===== src/sv/ctcg_pkg.sv =====
// shared types, constants and the exp table of the ctc greedy decoder
package ctcg_pkg;

    localparam int SCORE_W     = 16;
    localparam int MASK_DEPTH  = 8192;
    localparam int MASK_AW     = 13;
    localparam int SIZE_W      = 14;
    localparam int CLASS_OUT_W = 13;
    localparam int CONF_W      = 16;
    localparam int PROB_W      = 17;
    localparam int EXP_DEPTH   = 1024;
    localparam int EXP_AW      = 10;
    localparam int DIV_DW      = 33;
    localparam logic [63:0] EXP_RATIO = 64'd4228380000;
    localparam logic signed [SCORE_W-1:0] PROB_LOWER = -16'sd1;
    localparam logic signed [SCORE_W-1:0] PROB_UPPER = 16'sd1025;

    // configuration register indexes
    localparam logic REG_MASK_ENABLE = 1'b0;
    localparam logic REG_MASK_SIZE   = 1'b1;

    // input action codes
    localparam logic ACT_SCORE = 1'b0;
    localparam logic ACT_MASK  = 1'b1;

    // result kind codes
    localparam logic KIND_SYMBOL = 1'b0;
    localparam logic KIND_MEAN   = 1'b1;

    typedef logic [PROB_W-1:0] t_exp_tab [EXP_DEPTH];

    // exp(-k/64) in q1.16 built from a truncating q1.32 product chain
    function automatic t_exp_tab exp_gen();
        t_exp_tab    tab;
        logic [63:0] acc;
        acc = 64'd1 << 32;
        for (int k = 0; k < EXP_DEPTH; k++) begin
            tab[k] = PROB_W'(acc >> 16);
            acc    = (acc * EXP_RATIO) >> 32;
        end
        return tab;
    endfunction

    localparam t_exp_tab EXP_TAB = exp_gen();

    // controller to datapath commands
    typedef struct packed {
        logic in_ready;
        logic clearing;
        logic scan;
        logic start2;
        logic bypass;
        logic div_prob;
        logic take_prob;
        logic update;
        logic load_sym;
        logic div_mean;
        logic load_mean;
    } t_cmd;

    // datapath to controller status
    typedef struct packed {
        logic clear_done;
        logic step_acc;
        logic scan_end;
        logic pipe_empty;
        logic bypass_ok;
        logic div_busy;
        logic sym_pend;
        logic seq_end;
        logic out_free;
    } t_sts;

endpackage


===== src/sv/ctcg_ctrl.sv =====
// sequencing state machine of the ctc greedy decoder
module ctcg_ctrl
    import ctcg_pkg::*;
(
    input  logic i_clk,
    input  logic i_rst_n,
    input  t_sts i_sts,
    output t_cmd o_cmd
);

    typedef enum logic [3:0] {
        S_CLEAR, S_IDLE, S_SCAN1, S_DRAIN1, S_DECIDE, S_SCAN2, S_DRAIN2,
        S_DIVP, S_DIVPW, S_UPDATE, S_SYM, S_DIVM, S_DIVMW, S_MEAN
    } t_state;

    t_state r_state;

    // commands from state and status
    always_comb begin
        o_cmd = '0;
        case (r_state)
            S_CLEAR:  o_cmd.clearing  = 1'b1;
            S_IDLE:   o_cmd.in_ready  = 1'b1;
            S_SCAN1:  o_cmd.scan      = 1'b1;
            S_SCAN2:  o_cmd.scan      = 1'b1;
            S_DECIDE: begin
                o_cmd.bypass = i_sts.bypass_ok;
                o_cmd.start2 = !i_sts.bypass_ok;
            end
            S_DIVP:   o_cmd.div_prob  = 1'b1;
            S_DIVPW:  o_cmd.take_prob = !i_sts.div_busy;
            S_UPDATE: o_cmd.update    = 1'b1;
            S_SYM:    o_cmd.load_sym  = i_sts.sym_pend && i_sts.out_free;
            S_DIVM:   o_cmd.div_mean  = 1'b1;
            S_MEAN:   o_cmd.load_mean = i_sts.out_free;
            default:  o_cmd = '0;
        endcase
    end

    // state register
    always_ff @(posedge i_clk) begin
        if (!i_rst_n) begin
            r_state <= S_CLEAR;
        end else begin
            case (r_state)
                S_CLEAR:  if (i_sts.clear_done) r_state <= S_IDLE;
                S_IDLE:   if (i_sts.step_acc) r_state <= S_SCAN1;
                S_SCAN1:  if (i_sts.scan_end) r_state <= S_DRAIN1;
                S_DRAIN1: if (i_sts.pipe_empty) r_state <= S_DECIDE;
                S_DECIDE: r_state <= i_sts.bypass_ok ? S_UPDATE : S_SCAN2;
                S_SCAN2:  if (i_sts.scan_end) r_state <= S_DRAIN2;
                S_DRAIN2: if (i_sts.pipe_empty) r_state <= S_DIVP;
                S_DIVP:   r_state <= S_DIVPW;
                S_DIVPW:  if (!i_sts.div_busy) r_state <= S_UPDATE;
                S_UPDATE: r_state <= S_SYM;
                S_SYM: begin
                    if (!i_sts.sym_pend || i_sts.out_free) begin
                        r_state <= i_sts.seq_end ? S_DIVM : S_IDLE;
                    end
                end
                S_DIVM:   r_state <= S_DIVMW;
                S_DIVMW:  if (!i_sts.div_busy) r_state <= S_MEAN;
                S_MEAN:   if (i_sts.out_free) r_state <= S_IDLE;
                default:  r_state <= S_CLEAR;
            endcase
        end
    end

endmodule


===== config.mk =====
export PLATFORM = sky130hd
export DESIGN_NAME = ctcg_ctrl
export DESIGN_NICKNAME = d
export VERILOG_FILES = /design/src/sv/ctcg_pkg.sv /design/src/sv/ctcg_ctrl.sv
export SDC_FILE = /design/constraint.sdc
export NUM_CORES = 1
export LEC_CHECK = 0
export ABC_CLOCK_PERIOD_IN_PS = 2300
export BUFFER_PORTS_ARGS = -buffer_cell sky130_fd_sc_hd__buf_2
export CAP_MARGIN = 25
export CORE_AREA = 2 2 39 41
export CTS_CLUSTER_SIZE = 8
export DETAILED_ROUTE_END_ITERATION = 16
export DIE_AREA = 0 0 41 43
export PLACE_DENSITY = 0.72
export SLEW_MARGIN = 20
export SYNTH_ARGS = -nofsm -noshare
export SYNTH_HDL_FRONTEND = slang
export SYNTH_SLANG_ARGS = --single-unit
export TNS_END_PERCENT = 20

===== constraint.sdc =====
create_clock -name i_clk -period 2.3 [get_ports i_clk]
set_clock_uncertainty 0.2 [all_clocks]
set_input_delay 0.115 -clock i_clk [delete_from_list [all_inputs] [get_ports i_clk]]
set_output_delay 0.115 -clock i_clk [all_outputs]
set_load 0.01 [all_outputs]

==> impl_metrics.json, run 1 <==
{
  "final_cell_mix": "buf_2, nand2_1, nor2_1",
  "cts_tree": "yes",
  "ys_seq_area_share_pct": 16.5,
  "synthAdderAreaFrac_pct": 0,
  "report.final.slew_viol_count": 0,
  "grt_overflow": 0,
  "end_kind": "register",
  "ys.flop_type": "dfxtp_1",
  "reg_top3": "r_state (4)",
  "syn_avg_cell_area_um2": 6.76,
  "hold_path.class": "input pin to register",
  "synth_nets": 83,
  "synth-simple-area-share_pct": 41.6,
  "critPathLaunchType": "register",
  "dieArea_um2": 1760,
  "synth_top_family_by_area": "simple AND/OR/NAND/NOR gates",
  "cts_sinks": 4,
  "layout_commonest_cell": "buf_2",
  "port-buffer-count": 21,
  "cts-root-buf": "clkbuf_4",
  "numCtsBuffers": 3,
  "placementRows": 14,
  "syn-instance-count": 72,
  "synthesis.area_um2": 487,
  "finalCriticalPeriod_ps": 2020,
  "regArea_um2": 80.1,
  "yosysUniqueCellTypes": 35,
  "fin_area_um2": 654,
  "vias_per_cell": 5.53,
  "yosysWarnings": 0,
  "cp.required_ps": 2210,
  "die_h_um": 43,
  "worstPathArrival_ps": 1940,
  "grt_start_max_net_pins": 16,
  "crit_fanout": 7,
  "status": "finished clean",
  "grt_first_pass_wirelength_mm": 1.74,
  "relSlewSlack_pct": 75.6,
  "die_w_um": 41,
  "largest_reg_flops": 4,
  "pwr_density_cell_nw_per_um2": 1050,
  "dpl.hpwl_um": 982,
  "synth_edf_count": 0,
  "synth-compound-area-share_pct": 30.8,
  "tns_ps": 0,
  "post-route-period-util_pct": 88.0,
  "final_antenna_net_count": 0,
  "ys_ff_latch": 4,
  "ios": 22,
  "globalRouteTotalUtil_pct": 13.8,
  "cap_violations": 0,
  "vias": 619,
  "multi_input_area_um2": 353,
  "rsz0062_at_grt": "false",
  "setup_violations": 0,
  "synth_xor_xnor_area_share_pct": 0,
  "fin_nets": 109,
  "fmax_mhz": 494,
  "post-route-util_pct": 47.3,
  "antenna_found_initial": 0,
  "core_um2": 1380,
  "regMostFlops": "r_state",
  "hold_viol": 0,
  "diodes": 0,
  "peakVddDrop_mv": 0.305,
  "cts_max_level": 1,
  "grt_pass1_vias": 497,
  "area_growth_pct": 34.4,
  "placed_area_um2": 622,
  "wirelength_mm": 1.27,
  "nFillCells": 155,
  "p_leak_nw": 0.310,
  "clk_pin_slew_worst_paths_ps": 30,
  "drive_above_1_share_pct": 33.3,
  "routedWlPerCell_um": 11.3,
  "insertion_delay_ps": 230,
  "async_flop_share_pct": 0,
  "dr.first_iter.drc_count": 10,
  "firstDrtPassIters": 4,
  "crit_type": "register to register",
  "clockBufferDepth": 2,
  "worst_pin_slew_ps": 357,
  "place_congestion": 0.813,
  "drc": 0,
  "initial_core_util_pct": 35.2,
  "muxShareOfSynthArea_pct": 0
}
-- per-layer routing --
metal / vias to the layer above / GRT usage, % / routed length [um]
met5: - / 0 / 0
met1: 275 / 15.4 / 576
met3: 2 / 1.57 / 90
met4: 0 / 8.00 / 14
li1: 319 / - / -
met2: 23 / 23.1 / 589
-- power breakdown --
part           total [mW]  internal (mW)  switching [mW]
logic               0.470          0.211           0.259
registers           0.137         0.0950          0.0421
clock network      0.0816         0.0580          0.0236
total               0.689          0.364           0.324
-- layout make-up --
type                            instances  area share (%)
Timing Repair Buffer                   28            24.5
Tap cell                               16            3.06
Inverter                                5            2.87
Multi-Input combinational cell         56            53.9
Sequential cell                         4            12.2
Clock buffer                            3            3.44
-- logic make-up after synthesis --
| group | Yosys count |
|---|---|
| compound gates | 20 |
| buf+inv | 12 |
| flops | 4 |
| simple gates | 36 |
-- final timing paths --
kind / start / to / slack (ps) / cells after the start
setup reg to reg: r_state[1] / r_state[2] / 280 / 6
hold / removal: i_sts[1] / r_state[3] / 170 / 4
hold reg to reg: r_state[0] / r_state[1] / 490 / 3
setup / recovery: r_state[1] / r_state[2] / 280 / 6
-- Yosys cell counts, drive strengths merged, types with 2 or more instances --
| cell | n | area share, % |
|---|---|---|
| o31ai | 2 | 3.1 |
| nor2b | 2 | 4.1 |
| nand3 | 3 | 3.1 |
| nand2b | 2 | 3.1 |
| a21o | 2 | 3.1 |
| o21ai | 2 | 2.1 |
| a21oi | 3 | 3.1 |
| inv | 5 | 3.9 |
| clkbuf | 5 | 3.9 |
| nand2 | 8 | 6.2 |
| nor3 | 4 | 4.1 |
| nor4 | 3 | 3.9 |
| nor2 | 7 | 5.4 |
| dfxtp | 4 | 16 |
| nor4b | 2 | 3.6 |
| buf | 2 | 3.3 |
-- critical path, stage by stage (launching register included) --
cell	delay, ps
dfxtp_1	480
nor2b_4	90
a32o_1	210
a222oi_1	300
buf_4	200
nand2_1	90
a221oi_1	340
-- metrics by stage --
stage          worst slack, ps  instances  power (mW)  hold slack, ps
2_1_floorplan              291         72       0.462            42.9
3_3_place_gp               310        108       0.595             198
3_5_place_dp               290        108       0.599             199
4_1_cts                    285        112       0.688             178
5_1_grt                    154        112       0.744             230
6_report                   277        112       0.689             174
-- what timing repair did --
item,4_1_cts,5_1_grt
setup endpoints to repair,0,0
buffers inserted,0,0
resized for setup,0,0
hold buffers,1,0
endpoints found under the hold margin,3,0
Power figures use the tool's default switching activity.
==> run 2: changes to the inputs <==
--- a/config.mk
+++ b/config.mk
@@ -5,14 +5,15 @@
 export SDC_FILE = /design/constraint.sdc
 export NUM_CORES = 1
 export LEC_CHECK = 0
-export ABC_CLOCK_PERIOD_IN_PS = 2300
+export ABC_AREA = 0
+export ABC_CLOCK_PERIOD_IN_PS = 1800
 export BUFFER_PORTS_ARGS = -buffer_cell sky130_fd_sc_hd__buf_2
 export CAP_MARGIN = 25
 export CORE_AREA = 2 2 39 41
 export CTS_CLUSTER_SIZE = 8
 export DETAILED_ROUTE_END_ITERATION = 16
 export DIE_AREA = 0 0 41 43
-export PLACE_DENSITY = 0.72
+export PLACE_DENSITY = 0.74
 export SLEW_MARGIN = 20
 export SYNTH_ARGS = -nofsm -noshare
 export SYNTH_HDL_FRONTEND = slang
==> constraint.sdc (replaced) <==
create_clock -name i_clk -period 1.8 [get_ports i_clk]
set_clock_uncertainty 0.2 [all_clocks]
set_input_delay 0.09 -clock i_clk [delete_from_list [all_inputs] [get_ports i_clk]]
set_output_delay 0.09 -clock i_clk [all_outputs]
set_load 0.01 [all_outputs]
==> impl_metrics.json, run 2 (synthesis gave the netlist of run 1 again) <==
{
  "globalRouteTotalUtil_pct": 20.4,
  "reg_top3": "r_state (4)",
  "tns_ps": -7.64,
  "die_h_um": 43,
  "relSlewSlack_pct": 73.4,
  "cts_max_level": 1,
  "grt_start_max_net_pins": 11,
  "cts_tree": "yes",
  "diodes": 0,
  "firstDrtPassIters": 4,
  "rsz0062_at_grt": "true",
  "worstPathArrival_ps": 1720,
  "vias": 680,
  "clk_pin_slew_worst_paths_ps": 40,
  "vias_per_cell": 5.48,
  "grt_pass1_vias": 631,
  "hold_path.class": "input pin to register",
  "crit_type": "register to register",
  "routedWlPerCell_um": 12.5,
  "dpl.hpwl_mm": 1.15,
  "cap_violations": 0,
  "area_growth_pct": 64.8,
  "setup_violations": 2,
  "largest_reg_flops": 4,
  "placementRows": 14,
  "regMostFlops": "r_state",
  "layout_commonest_cell": "buf_2",
  "core_um2": 1380,
  "die_w_um": 41,
  "crit_fanout": 5,
  "fin_hold_ws_ps": 122,
  "place_congestion": 0.848,
  "initial_core_util_pct": 35.2,
  "insertion_delay_ps": 230,
  "wirelength_mm": 1.55,
  "critPathLaunchType": "register",
  "pwr_density_cell_nw_per_um2": 1420,
  "grt_first_pass_wirelength_mm": 2.49,
  "finalCriticalPeriod_ps": 1810,
  "port-buffer-count": 21,
  "report.final.slew_viol_count": 0,
  "drc": 0,
  "violations": "negative setup slack",
  "post-route-period-util_pct": 100,
  "worst_pin_slew_ps": 389,
  "status": "finished with violations",
  "fin_ws_ps": -7.09,
  "final_cell_mix": "buf_2, buf_4, nand2_1, nor2_1, inv_1",
  "dieArea_um2": 1760,
  "final_antenna_net_count": 0,
  "dr.first_iter.drc_count": 11,
  "clockBufferDepth": 2,
  "end_kind": "register",
  "cp.required_ps": 1710,
  "antenna_found_initial": 0,
  "fmax_mhz": 553,
  "ios": 22,
  "numCtsBuffers": 3,
  "p_leak_nw": 0.379,
  "peakVddDrop_mv": 0.624,
  "cts-root-buf": "clkbuf_4",
  "hold_viol": 0,
  "grt_overflow": 0,
  "fin_nets": 121,
  "cts_sinks": 4,
  "drive_above_1_share_pct": 50.0
}
-- run 2: cell count changes in the layout (fill, tap and decap cells not counted), moves of 2 or more --
| cell | change |
|---|---|
| dfxtp_2 | +2 |
| buf_4 | +11 |
| dfxtp_1 | -4 |
| dfxtp_4 | +2 |
-- run 2: cell type report --
class	count	area, um2
fillers	126	582
repair buffers	40	254
clock buffers	3	22.5
flip-flops and latches	4	90.1
multi-input cells	56	397
inverters	5	18.8
well taps	16	20.0
-- run 2: repair_timing --
action / 4_1_cts / 5_1_grt
setup endpoints to repair: 4 / 5
endpoints found under the hold margin: 4 / 0
pin swaps: 2 / 5
gates resized for setup: 10 / 5
buffers inserted: 3 / 0
hold buffers: 1 / 0
-- run 2: stage by stage --
stage	instances	utilization [%]	cell area, um2	power [mW]	setup WS [ps]
3_5_place_dp	117	50.2	694	0.882	-144
3_3_place_gp	117	50.2	694	0.860	-60.3
5_1_grt	124	58.0	802	1.23	-83.5
2_1_floorplan	72	-	495	0.603	-144
6_report	124	58.0	802	1.14	-7.09
4_1_cts	124	56.3	779	1.09	-26.3
-- run 2: per-layer routing --
layer | up-vias | global-route usage (%) | wire length (um)
met5 | - | 0 | 0
met2 | 20 | 35.6 | 800
met4 | 0 | 6.00 | 0
met1 | 313 | 22.8 | 675
met3 | 0 | 4.71 | 75
li1 | 347 | - | -
-- run 2: worst max-delay path, stage by stage, from the launching register on --
cell	delay, ps
dfxtp_2	330
nand2b_2	230
a211o_1	270
a21o_1	200
and4b_1	180
o31a_1	270
-- run 2: report_power, final --
group / internal, mW / total [mW] / switching, mW
registers: 0.136 / 0.206 / 0.0702
clock network: 0.0743 / 0.107 / 0.0324
logic: 0.425 / 0.823 / 0.398
-- run 2: worst paths after layout --
kind                            startpoint         end  slack [ps]  cells after the start
worst max-delay path            r_state[2]  r_state[0]          -7                      5
worst min-delay path              i_sts[1]  r_state[3]         120                      4
worst max register to register  r_state[2]  r_state[0]          -7                      5
worst min register to register  r_state[3]  r_state[3]         580                      3
==> run 3: changes to the inputs <==
--- a/config.mk
+++ b/config.mk
@@ -5,7 +5,7 @@
 export SDC_FILE = /design/constraint.sdc
 export NUM_CORES = 1
 export LEC_CHECK = 0
-export ABC_AREA = 0
+export ABC_AREA = 1
 export ABC_CLOCK_PERIOD_IN_PS = 1800
 export BUFFER_PORTS_ARGS = -buffer_cell sky130_fd_sc_hd__buf_2
 export CAP_MARGIN = 25
@@ -13,7 +13,7 @@
 export CTS_CLUSTER_SIZE = 8
 export DETAILED_ROUTE_END_ITERATION = 16
 export DIE_AREA = 0 0 41 43
-export PLACE_DENSITY = 0.74
+export PLACE_DENSITY = 0.76
 export SLEW_MARGIN = 20
 export SYNTH_ARGS = -nofsm -noshare
 export SYNTH_HDL_FRONTEND = slang
==> impl_metrics.json, run 3 <==
{
  "multi_input_area_um2": 363,
  "insertion_delay_ps": 230,
  "regArea_um2": 80.1,
  "globalRouteTotalUtil_pct": 18.0,
  "final_cell_mix": "nand2_1, buf_2, nor2_1",
  "dpl.hpwl_mm": 1.06,
  "crit-reg2reg-launch": "r_state[3]",
  "hold_start": "i_sts[1]",
  "synthesis.area_um2": 507,
  "die_w_um": 41,
  "p_leak_nw": 0.401,
  "synth_edf_count": 0,
  "antenna_found_initial": 0,
  "ys.flop_type": "dfxtp_1",
  "placementRows": 14,
  "firstDrtPassIters": 4,
  "cap_violations": 0,
  "fmax_mhz": 602,
  "cts_resized": 0,
  "setup_violations": 0,
  "synth.most_common_cell": "nand2_1",
  "critPathLaunchType": "register",
  "syn_avg_cell_area_um2": 5.33,
  "hold_path.class": "input pin to register",
  "report.final.slew_viol_count": 0,
  "grt_start_max_net_pins": 9,
  "initial_core_util_pct": 36.6,
  "synth_area_leaders": "nand2_1, dfxtp_1, nor2_1",
  "clk_pin_slew_worst_paths_ps": 30,
  "largest_reg_flops": 4,
  "dr.first_iter.drc_count": 26,
  "drive_above_1_share_pct": 30.0,
  "path_cells": "inv_2 -> nor2_1 -> nand2_1 -> nor3_1 -> buf_2",
  "crit_type": "register to output pin",
  "rsz0062_at_grt": "false",
  "port-buffer-count": 21,
  "slowest_delay_ps": 460,
  "die_h_um": 43,
  "cp.required_ps": 1510,
  "vias": 653,
  "met1_usage_pct": 22.8,
  "tns_ps": 0,
  "relSlewSlack_pct": 76.6,
  "met2_usage_pct": 27.2,
  "numCtsBuffers": 3,
  "peakVddDrop_mv": 0.674,
  "worst_pin_slew_ps": 350,
  "synthTopCellsByCount": "nand2_1, nor2_1, inv_1, nand3_1, nor2_2",
  "routedWlPerCell_um": 9.82,
  "cts-root-buf": "clkbuf_4",
  "async_flop_share_pct": 0,
  "cts_tree": "yes",
  "yosysUniqueCellTypes": 17,
  "grt_use_met3_pct": 3.14,
  "crit_slowest_cell": "dfxtp_1",
  "clockBufferDepth": 2,
  "final_antenna_net_count": 0,
  "synth_top_cell_by_area": "nand2_1",
  "diodes": 0,
  "fin_nets": 133,
  "hold_viol": 0,
  "syn-instance-count": 95,
  "end_kind": "output pin",
  "grt_pass1_vias": 567,
  "post-route-period-util_pct": 92.3,
  "synth_top_area_share_pct": 17.0,
  "grt_first_pass_wirelength_mm": 2.19,
  "wirelength_mm": 1.34,
  "core_um2": 1380,
  "reg_top3": "r_state (4)",
  "dieArea_um2": 1760,
  "pwr_density_cell_nw_per_um2": 1340,
  "cts_sinks": 4,
  "post-route-util_pct": 48.0,
  "worstPathArrival_ps": 1370,
  "ys_seq_area_share_pct": 15.8,
  "synth_nets": 106,
  "nFillCells": 160,
  "busiest_layer": "met2",
  "ys_ff_latch": 4,
  "cp-startpoint": "r_state[3]",
  "status": "finished clean",
  "power_mw": 0.889,
  "ios": 22,
  "drc": 0,
  "regMostFlops": "r_state",
  "grt_overflow": 0,
  "place_congestion": 0.887,
  "area_growth_pct": 31.1,
  "finalCriticalPeriod_ps": 1660,
  "vias_per_cell": 4.80,
  "crit_fanout": 6,
  "cts_max_level": 1,
  "layout_commonest_cell": "nand2_1",
  "yosysWarnings": 0
}
-- run 3: critical path: cells and delay by family (launching register included) --
family	cells	cell delay [ps]
buffers and inverters	2	220
DFF	1	460
and+or+nand+nor	3	460
-- run 3: final cells by class --
type | instances | share of cell area, %
Multi-Input combinational cell | 74 | 54.6
Timing Repair Buffer | 22 | 17.3
Sequential cell | 4 | 12.1
Inverter | 17 | 9.60
Clock buffer | 3 | 3.39
Tap cell | 16 | 3.01
-- run 3: cell families (layout without fill, tap and decap cells) --
kind of cell,after synthesis,after routing,synth area share (%)
compound gates,8,8,9.38
buf+inv,17,42,12.6
flops,4,4,15.8
simple gates,66,66,62.2
-- run 3: path summary, 6_finish.rpt --
path                end  slack, ps  depth (start not counted)
max            o_cmd[2]        140                          5
min          r_state[1]        140                          5
min reg2reg  r_state[0]        430                          4
max reg2reg  r_state[3]        190                          9
-- run 3: per-layer routing --
layer | part of all wire, % | vias to the layer above
li1 | - | 346
met1 | 46 | 287
met2 | 47 | 18
met3 | 6.3 | 2
met4 | 1.4 | 0
met5 | 0 | -
-- run 3: report_power, final --
| group | internal (mW) | switching (mW) |
|---|---|---|
| logic | 0.210 | 0.404 |
| clock network | 0.0743 | 0.0324 |
| registers | 0.123 | 0.0451 |
-- run 3: repair_timing --
action	in CTS	in global routing
hold endpoints to repair	4	0
setup buffers	0	0
hold buffers	1	0
-- run 3: metrics by stage --
stage / instance area [um2] / cells / hold slack (ps) / setup slack (ps)
5_1_grt: 664 / 136 / 199 / 8.13
3_5_place_dp: 632 / 132 / 153 / 209
3_3_place_gp: 632 / 132 / 150 / 222
2_1_floorplan: 507 / 95 / 10.4 / 380
4_1_cts: 664 / 136 / 137 / 129
6_report: 664 / 136 / 141 / 139
